### src/hdl/crc32wp_pkg.sv
// crc32wp_pkg: shared types and constants for the word-packed crc-32 core
// holds the request struct and the fold table built at elaboration
// no dependencies
`default_nettype none

package crc32wp_pkg;

    localparam logic [31:0] CRC_INIT = 32'hFFFF_FFFF;
    localparam logic [31:0] CRC_POLY = 32'h04C1_1DB7;
    localparam logic [31:0] CRC_TOP  = 32'h8000_0000;

    localparam int unsigned CRC_WIDTH    = 32;
    localparam int unsigned BYTE_WIDTH   = 8;
    localparam int unsigned GATHER_WIDTH = 24;
    localparam int unsigned SLOT_WIDTH   = 2;
    localparam logic [SLOT_WIDTH-1:0] SLOT_FULL = 2'd3;

    typedef struct packed {
        logic [BYTE_WIDTH-1:0] data_byte;
        logic                  last;
    } byte_req_t;

    typedef logic [CRC_WIDTH-1:0] fold_table_t [CRC_WIDTH];

    // response of 32 msb-first shift steps to each single set bit
    function automatic fold_table_t build_fold_table();
        fold_table_t tbl;
        logic [CRC_WIDTH-1:0] c;
        for (int i = 0; i < CRC_WIDTH; i++)
        begin
            c = CRC_WIDTH'(1) << i;
            for (int n = 0; n < CRC_WIDTH; n++)
            begin
                if ((c & CRC_TOP) != '0)
                begin
                    c = (c << 1) ^ CRC_POLY;
                end
                else
                begin
                    c = c << 1;
                end
            end
            tbl[i] = c;
        end
        return tbl;
    endfunction

    localparam fold_table_t FOLD_TABLE = build_fold_table();

endpackage

`default_nettype wire

### src/hdl/crc32_word_lsb_packed_core.sv
// crc32_word_lsb_packed_core: crc-32 (poly 04c11db7, msb first, init all ones,
// no reflection, no final xor) over bytes packed lsb-first into 32-bit words.
//
// input channel s_*: one message byte per request, s_tlast marks the final
// byte of a message. output channel m_*: one request per message carrying
// the finished crc, issued after the byte marked last.
// a short final word is zero padded in its upper bytes before folding.
//
// throughput: one byte per cycle sustained; the whole 32-step fold is a
// flat xor network between the input register and the crc/result registers.
// m_tvalid is registered: set as the last byte leaves the input register.
// when the receiver stalls, bytes keep flowing until a last byte meets a
// still-pending result; that byte then waits in the input register and
// s_tready drops until m_tready frees the result register.
// reset: crc state returns to all ones, byte lane and gathered bytes clear,
// both registers empty. after each last byte the crc restarts at all ones.
// depends on crc32wp_pkg, crc32wp_accum, crc32wp_fold
`default_nettype none

module crc32_word_lsb_packed_core (
    input  wire logic        clk,
    input  wire logic        rst_n,
    input  wire logic        s_tvalid,
    output logic             s_tready,
    input  wire logic [7:0]  s_tdata,   // [7:0] data_byte
    input  wire logic        s_tlast,
    output logic             m_tvalid,
    input  wire logic        m_tready,
    output logic      [31:0] m_tdata    // [31:0] crc_value
);

    logic                   stage_valid_reg;
    logic                   stage_valid_next;
    crc32wp_pkg::byte_req_t stage_req_reg;
    logic                   out_valid_reg;
    logic                   out_valid_next;
    logic [31:0]            out_crc_reg;
    logic [31:0]            crc_done;
    logic                   commit;
    logic                   in_take;

    // a last byte may only move on if the result register is free
    assign commit = stage_valid_reg
                 && (!stage_req_reg.last || !out_valid_reg || m_tready);

    assign s_tready = !stage_valid_reg || commit;
    assign in_take  = s_tvalid && s_tready;

    crc32wp_accum u_accum (
        .clk      (clk),
        .rst_n    (rst_n),
        .commit   (commit),
        .req      (stage_req_reg),
        .crc_done (crc_done)
    );

    always_comb
    begin
        stage_valid_next = stage_valid_reg;
        if (in_take)
        begin
            stage_valid_next = 1'b1;
        end
        else if (commit)
        begin
            stage_valid_next = 1'b0;
        end

        out_valid_next = out_valid_reg;
        if (commit && stage_req_reg.last)
        begin
            out_valid_next = 1'b1;
        end
        else if (m_tready)
        begin
            out_valid_next = 1'b0;
        end
    end

    always_ff @(posedge clk or negedge rst_n)
    begin
        if (!rst_n)
        begin
            stage_valid_reg <= 1'b0;
            out_valid_reg   <= 1'b0;
        end
        else
        begin
            stage_valid_reg <= stage_valid_next;
            out_valid_reg   <= out_valid_next;
        end
    end

    always_ff @(posedge clk)
    begin
        if (in_take)
        begin
            stage_req_reg.data_byte <= s_tdata;
            stage_req_reg.last      <= s_tlast;
        end
        if (commit && stage_req_reg.last)
        begin
            out_crc_reg <= crc_done;
        end
    end

    assign m_tvalid = out_valid_reg;
    assign m_tdata  = out_crc_reg;

    // a committed last byte always leaves a result behind
    a_last_gives_result: assert property (
        @(posedge clk) disable iff (!rst_n)
        (commit && stage_req_reg.last) |=> m_tvalid
    ) else $error("last byte committed without a result");

    // input only backs up behind a held last byte and a stalled result
    a_stall_cause: assert property (
        @(posedge clk) disable iff (!rst_n)
        !s_tready |-> (stage_valid_reg && stage_req_reg.last && m_tvalid && !m_tready)
    ) else $error("input stalled without a pending result");

    // a taken result is not repeated unless a new message finished
    a_no_repeat: assert property (
        @(posedge clk) disable iff (!rst_n)
        (m_tvalid && m_tready && !(commit && stage_req_reg.last)) |=> !m_tvalid
    ) else $error("result repeated after being taken");

endmodule

`default_nettype wire

### src/hdl/crc32wp_fold.sv
// crc32wp_fold: one full-word crc fold as a flat xor network
// uses crc32wp_pkg::FOLD_TABLE (the fold is linear, so columns are summed)
`default_nettype none

module crc32wp_fold (
    input  wire logic [31:0] crc_in,
    input  wire logic [31:0] word_in,
    output logic      [31:0] crc_out
);

    logic [31:0] mixed;

    assign mixed = crc_in ^ word_in;

    always_comb
    begin
        crc_out = '0;
        for (int i = 0; i < crc32wp_pkg::CRC_WIDTH; i++)
        begin
            if (mixed[i])
            begin
                crc_out = crc_out ^ crc32wp_pkg::FOLD_TABLE[i];
            end
        end
    end

endmodule

`default_nettype wire

### src/hdl/crc32wp_accum.sv
// crc32wp_accum: byte gathering into lsb-first words and running crc state
// depends on crc32wp_pkg and crc32wp_fold
`default_nettype none

module crc32wp_accum (
    input  wire logic                   clk,
    input  wire logic                   rst_n,
    input  wire logic                   commit,
    input  wire crc32wp_pkg::byte_req_t req,
    output logic [31:0]                 crc_done
);

    logic [23:0] gather_reg;
    logic [23:0] gather_next;
    logic [1:0]  slot_reg;
    logic [1:0]  slot_next;
    logic [31:0] crc_reg;
    logic [31:0] crc_next;
    logic [31:0] word;
    logic [31:0] folded;
    logic        fold_en;

    // new byte lands in lane slot, upper lanes stay zero for a short word
    assign word = {8'd0, gather_reg}
                | ({24'd0, req.data_byte} << {slot_reg, 3'b000});

    assign fold_en = (slot_reg == crc32wp_pkg::SLOT_FULL) || req.last;

    crc32wp_fold u_fold (
        .crc_in  (crc_reg),
        .word_in (word),
        .crc_out (folded)
    );

    assign crc_done = folded;

    always_comb
    begin
        gather_next = gather_reg;
        slot_next   = slot_reg;
        crc_next    = crc_reg;
        if (commit)
        begin
            if (fold_en)
            begin
                gather_next = '0;
                slot_next   = '0;
                crc_next    = req.last ? crc32wp_pkg::CRC_INIT : folded;
            end
            else
            begin
                gather_next = word[23:0];
                slot_next   = slot_reg + 2'd1;
            end
        end
    end

    always_ff @(posedge clk or negedge rst_n)
    begin
        if (!rst_n)
        begin
            gather_reg <= '0;
            slot_reg   <= '0;
            crc_reg    <= crc32wp_pkg::CRC_INIT;
        end
        else
        begin
            gather_reg <= gather_next;
            slot_reg   <= slot_next;
            crc_reg    <= crc_next;
        end
    end

endmodule

`default_nettype wire
### config.mk
export PLATFORM = sky130hd
export DESIGN_NAME = crc32_word_lsb_packed_core
export DESIGN_NICKNAME = d
export VERILOG_FILES = /design/src/hdl/crc32wp_pkg.sv /design/src/hdl/crc32_word_lsb_packed_core.sv /design/src/hdl/crc32wp_fold.sv /design/src/hdl/crc32wp_accum.sv
export SDC_FILE = /design/constraint.sdc
export NUM_CORES = 1
export LEC_CHECK = 0
export BUFFER_PORTS_ARGS = -buffer_cell sky130_fd_sc_hd__buf_4
export CORE_MARGIN = 10
export CORE_UTILIZATION = 45
export CTS_CLUSTER_DIAMETER = 50
export CTS_CLUSTER_SIZE = 20
export DETAILED_ROUTE_END_ITERATION = 8
export SLEW_MARGIN = 10
export SYNTH_ARGS = -nofsm -noshare
export SYNTH_HDL_FRONTEND = slang
export SYNTH_HIERARCHICAL = 1
export SYNTH_SLANG_ARGS = --single-unit
### constraint.sdc
create_clock -name clk -period 3.2 [get_ports clk]
set_input_delay 0.16 -clock clk [delete_from_list [all_inputs] [get_ports clk]]
set_output_delay 0.16 -clock clk [all_outputs]
set_load 0.02 [all_outputs]
==> impl_metrics.ini, run 1 <==
[status]
outcome = finished, final reports clean

[global_route]
grt_max_degree = 61
grt_pass1_wl_mm = 28.5
overflow = 0
antenna_found_initial = 0
grt_pass1_vias = 4519
grt_usage_pct = 19.3

[yosys]
syn_area_um2 = 6750
synth_seq_cells = 101
synth.area.top_cells = xnor2_1, edfxtp_1, dfstp_2, dfrtp_1, xnor3_1
syn-num-nets = 524
netlist.area_leader.share_pct = 19.2
ys_seq_area_share_pct = 41.1
syn_inst = 510
synth_top_area_cell = xnor2_1
yosys-top-cells-count = xnor2_1, edfxtp_1, xor2_1
ys.flop_type = edfxtp_1
yosysMostFrequentCell = xnor2_1
async_flop_share_pct = 59.4
synth-edff-count = 41
post_synth_num_cell_types = 40
avgSynthCellArea_um2 = 13.2
ys_warn_count = 6

[sta]
hold_viol = 0
fin_crit_sh_pct = 96.3
worst_slew_pin_slew_ps = 822
min_period_ps = 3080
drv_slew = 0
fin_worst_skew_ps = 10.9
relSlewSlack_pct = 45.2
clock.fmax_ghz = 0.324
rsz0062_at_grt = false
setup_violations = 0
setup_tns_ps = 0

[floorplan]
chipWidth_um = 143
die_area_um2 = 20300
die_h_um = 143
ios = 47
num_rows = 44
initial_core_util_pct = 46.1
core_um2 = 14600

[routing]
drt-initial-drc-count = 238
avgRoutedWirePerCell_um = 23.4
drt.antenna.violating_nets = 0
viasPerCell = 5.14
drcViolationCount = 0
vias = 4174
firstDrtPassIters = 5
wl_mm = 19.0

[critical_path]
r2r-start = u_accum/slot_reg[0]
path_cells = buf_4 -> nor2_4 -> a21o_1 -> xnor2_4 -> xnor3_1 -> xnor3_1 -> xnor2_1 -> xnor2_1
critical_path_required_ps = 3310
crit_type = reg2reg
r2r_end = m_tdata[4]
end_kind = flip-flop
crit_path_top_delay_cell = xnor3_1
worst-path-max-fanout = 8
reg2reg_slack_ps = 120
reg2reg_depth = 8
worstSetupStartpointType = flip-flop
worstPathArrival_ps = 3200
max_stage_delay_ps = 490

[place]
dpl.hpwl_mm = 14.6
portBuffers = 46
routabilityCongestion = 0.960

[clock_tree]
cts_buffers = 9
clkSlewWorstSetupHoldPaths_ps = 70
cts_tree = yes
clkLatencyLatePin_ps = 360
h-tree-depth = 3
clock_sinks = 101
cts_resized = 0
clk_path_buf_depth = 2
root_buffer = clkbuf_16
postCtsSetupRepairBufs = 0

[layout]
final_nets = 637
syn2layout_area_growth_pct = 20.5
drive_above_1_share_pct = 32.6
diodes = 0

[min_path]
hold_class = in2reg
holdPathEnd = m_tvalid
hold_path_depth = 3
hold_start = m_tready

[run]
maxCapViolCount = 0
[cells in the final DEF (no fill, tap or decap), types with 2 or more instances in the layout]
| cell type | instances |
|---|---|
| nor2_4 | 2 |
| o21a_1 | 9 |
| nand2b_1 | 3 |
| xnor2_1 | 148 |
| nand2_1 | 2 |
| a21o_1 | 24 |
| dfrtp_1 | 28 |
| edfxtp_1 | 41 |
| buf_4 | 110 |
| nand4b_1 | 16 |
| xnor2_4 | 9 |
| inv_1 | 17 |
| and3_1 | 8 |
| nor4bb_1 | 2 |
| clkbuf_16 | 9 |
| a21oi_1 | 16 |
| dfstp_2 | 32 |
| and4bb_2 | 6 |
| dlygate4sd3_1 | 11 |
| o22a_1 | 32 |
| xnor3_1 | 19 |
| xor2_1 | 38 |
| xnor2_2 | 22 |
| xor2_2 | 4 |
[cells by family (layout without fill, tap and decap cells)]
kind of cell / Yosys count / count (layout) / share of synthesized area (%)
XOR/XNOR: 241 / 241 / 40.8
flip-flops: 101 / 101 / 41.1
AO/OA/AOI/OAI: 84 / 84 / 9.32
AND/OR/NAND/NOR: 45 / 45 / 5.80
buffers and inverters: 37 / 155 / 2.74
adder cells (fa/ha/maj): 1 / 1 / 0.185
multiplexers: 1 / 1 / 0.148
[worst max path at each step]
stage / endpoint / startpoint / cells past startpoint / slack (ps)
final: m_tdata[4] / u_accum/slot_reg[0] / 8 / 120
after global routing: m_tdata[12] / u_accum/slot_reg[0] / 9 / 40
after CTS: u_accum/crc_reg[4] / u_accum/slot_reg[0] / 9 / 150
after detailed placement: u_accum/crc_reg[4] / u_accum/slot_reg[0] / 9 / 180
after global placement: m_tdata[12] / u_accum/slot_reg[0] / 9 / 140
after floorplan: m_tdata[6] / u_accum/slot_reg[0] / 9 / 440
[metal layers]
metal  track usage [%]  part of all wire (%)  vias to the layer above
met1              24.5                    45                     2090
met4              8.25                   2.8                        0
met2              31.8                    49                       81
met5                 0                     0                        -
li1                  -                     -                     1977
met3              3.24                   3.5                       26
[stage by stage]
stage          setup slack [ps]  util, %  hold WS (ps)  cell area, µm²  std cells
3_5_place_dp                175     52.7           324            7720        785
2_1_floorplan               439        -          -136            6750        510
4_1_cts                     148     55.6           112            8140        812
6_report                    118     55.6           120            8140        812
5_1_grt                    36.5     55.6           126            8140        812
3_3_place_gp                140     52.7           319            7720        785
[area by class of cell]
| class | instances | area (µm²) |
|---|---|---|
| clock inverter | 5 | 65.1 |
| sequential | 101 | 2770 |
| fill | 1242 | 6510 |
| timing repair buffer | 122 | 956 |
| inverter | 17 | 63.8 |
| clock buffer | 11 | 243 |
| tap | 184 | 230 |
| multi-input combinational | 372 | 3810 |
[critical path: cells and delay by family, from the launching register on]
kind            cells  cell delay [ps]
xor+xnor            5             1650
flops               1              440
compound gates      1              350
buf+inv             1              190
simple gates        1              190
[repair_timing]
action,4_1_cts,5_1_grt
setup endpoints to repair,0,0
hold buffers,11,0
endpoints found under the hold margin,38,0
Power of run 1 is not shown: default switching activity piles up to over one toggle a cycle in this logic, so the estimate is an artifact.
==> run 2: changes to the inputs <==
CORE_UTILIZATION = 50   (was 45)
PLACE_DENSITY = 0.68   (was unset)
==> run 2 against run 1 <==
  * Count of clock-buffer cells in the layout down 1
  * Critical path depth up 1
  * Worst setup slack worse by 27 ps
  * Final area down 1.3%
  * Sequential cell count unchanged
  * Fmax down 0.88%
  * Sequential share of layout area up 0.46 points
  * Core utilization up 5.1 points
  * Register-to-register slack worse by 30 ps
  * Non-clock buffer count down 14
  * Clock skew down 4.4 ps
  * Critical endpoint is now u_accum/crc_reg[12]
  * Largest cell class unchanged
  * Highest routed layer unchanged
==> impl_metrics.ini, run 2 (synthesis gave the netlist of run 1 again) <==
[status]
outcome = finished, final reports clean

[clock_tree]
h-tree-depth = 3
clkSlewWorstSetupHoldPaths_ps = 70
cts_buffers = 9
clock_sinks = 101
clk_path_buf_depth = 2
postCtsSetupRepairBufs = 0
root_buffer = clkbuf_16
clkLatencyLatePin_ps = 360
cts_tree = yes

[sta]
setup_violations = 0
relSlewSlack_pct = 46.0
hold_viol = 0
worst_slew_pin_slew_ps = 810
finalWorstSetupSlack_ps = 90.6
fin_worst_skew_ps = 6.52
drv_slew = 0
rsz0062_at_grt = false
fin_crit_sh_pct = 97.2
clock.fmax_ghz = 0.322
whs_ps = 115
min_period_ps = 3110

[routing]
drcViolationCount = 0
viasPerCell = 5.33
firstDrtPassIters = 4
avgRoutedWirePerCell_um = 22.7
wl_mm = 18.0
vias = 4210
drt-initial-drc-count = 240
drt.antenna.violating_nets = 0

[place]
dpl.hpwl_mm = 13.7
postPlaceCellArea_um2 = 7590
place_worst_setup_slack_ps = -319
routabilityCongestion = 0.992
portBuffers = 46

[floorplan]
die_area_um2 = 18600
initial_core_util_pct = 51.0
die_h_um = 136
ios = 47
chipWidth_um = 136
core_um2 = 13200
num_rows = 42

[critical_path]
r2r_end = u_accum/crc_reg[12]
cpMostUsedCell = xnor2_1
path_cells = nor2b_1 -> buf_4 -> a21o_1 -> xnor2_4 -> xnor2_1 -> xnor2_1 -> xnor3_1 -> xnor2_1 -> o22a_1
crit_type = reg2reg
critical_path_required_ps = 3510
worstSetupStartpointType = flip-flop
reg2reg_depth = 9
r2r-start = u_accum/slot_reg[1]
path_buf_inv = 1
worstPathArrival_ps = 3420
crit_path_top_delay_cell = dfrtp_1
cpLargestDelayFamily = XOR/XNOR gates
max_stage_delay_ps = 530
reg2reg_slack_ps = 90
end_kind = flip-flop
worst-path-max-fanout = 14

[global_route]
grt_pass1_wl_mm = 27.3
antenna_found_initial = 0
grt_usage_pct = 20.1
grt_pass1_vias = 4488
grt_max_degree = 61
overflow = 0

[run]
maxCapViolCount = 0

[min_path]
hold_start = m_tready
hold_path_depth = 3
holdPathEnd = stage_valid_reg
hold_class = in2reg

[layout]
final_util_pct = 60.6
final_common_cell = xnor2_1
drive_above_1_share_pct = 31.8
diodes = 0
syn2layout_area_growth_pct = 18.9
final_area_um2 = 8030
final_nets = 623
final_cell_mix = xnor2_1, buf_4, edfxtp_1
## run 2: cell count changes in the layout (fill, tap and decap cells not counted), moves of 2 or more
cell,before,now
clkinv_2,0,2
buf_4,110,97
xnor2_4,9,11
xnor2_1,148,145
## run 2: how the worst max path moves through the flow
stage	startpoint	end	slack [ps]	depth (start not counted)
6_report	u_accum/slot_reg[1]	u_accum/crc_reg[12]	90	9
5_1_grt	u_accum/slot_reg[1]	u_accum/crc_reg[12]	10	9
4_1_cts	u_accum/slot_reg[0]	u_accum/crc_reg[12]	90	9
3_5_place_dp	u_accum/slot_reg[0]	u_accum/crc_reg[12]	-320	9
3_3_place_gp	u_accum/slot_reg[0]	u_accum/crc_reg[12]	-330	9
2_1_floorplan	u_accum/slot_reg[0]	m_tdata[6]	440	9
## run 2: per-layer routing
layer | part of all wire (%) | vias up | global-route usage, %
met2 | 50 | 92 | 33.4
met1 | 44 | 2148 | 26.0
met4 | 2.5 | 0 | 7.69
met5 | 0 | - | 0
li1 | - | 1948 | -
met3 | 4.1 | 22 | 2.88
## run 2: worst reg2reg max path, cell delays in order, from the launching register on
cell	delay, ps
dfrtp_1	530
nor2b_1	200
buf_4	170
a21o_1	240
xnor2_4	350
xnor2_1	160
xnor2_1	350
xnor3_1	530
xnor2_1	350
o22a_1	180
## run 2: cell type report
class | instances | area, µm²
Multi-Input combinational cell | 372 | 3860
Sequential cell | 101 | 2770
Fill cell | 1078 | 5210
Clock inverter | 6 | 46.3
Tap cell | 176 | 220
Timing Repair Buffer | 108 | 838
Clock buffer | 10 | 229
Inverter | 17 | 63.8
## run 2: through the flow
stage | cells | setup TNS, ps
finish | 790 | 0
global route | 790 | 0
CTS | 790 | 0
detailed placement | 763 | -2400
global placement | 763 | -2350
floorplan | 510 | 0
## run 2: repair_timing
| action | in CTS | in global routing |
|---|---|---|
| endpoints found under the setup margin | 12 | 8 |
| gates resized for setup | 4 | 2 |
| hold endpoints to repair | 38 | 0 |
| pin swaps | 0 | 0 |
| hold buffers | 11 | 0 |
Power of run 2 is left out for the same reason.
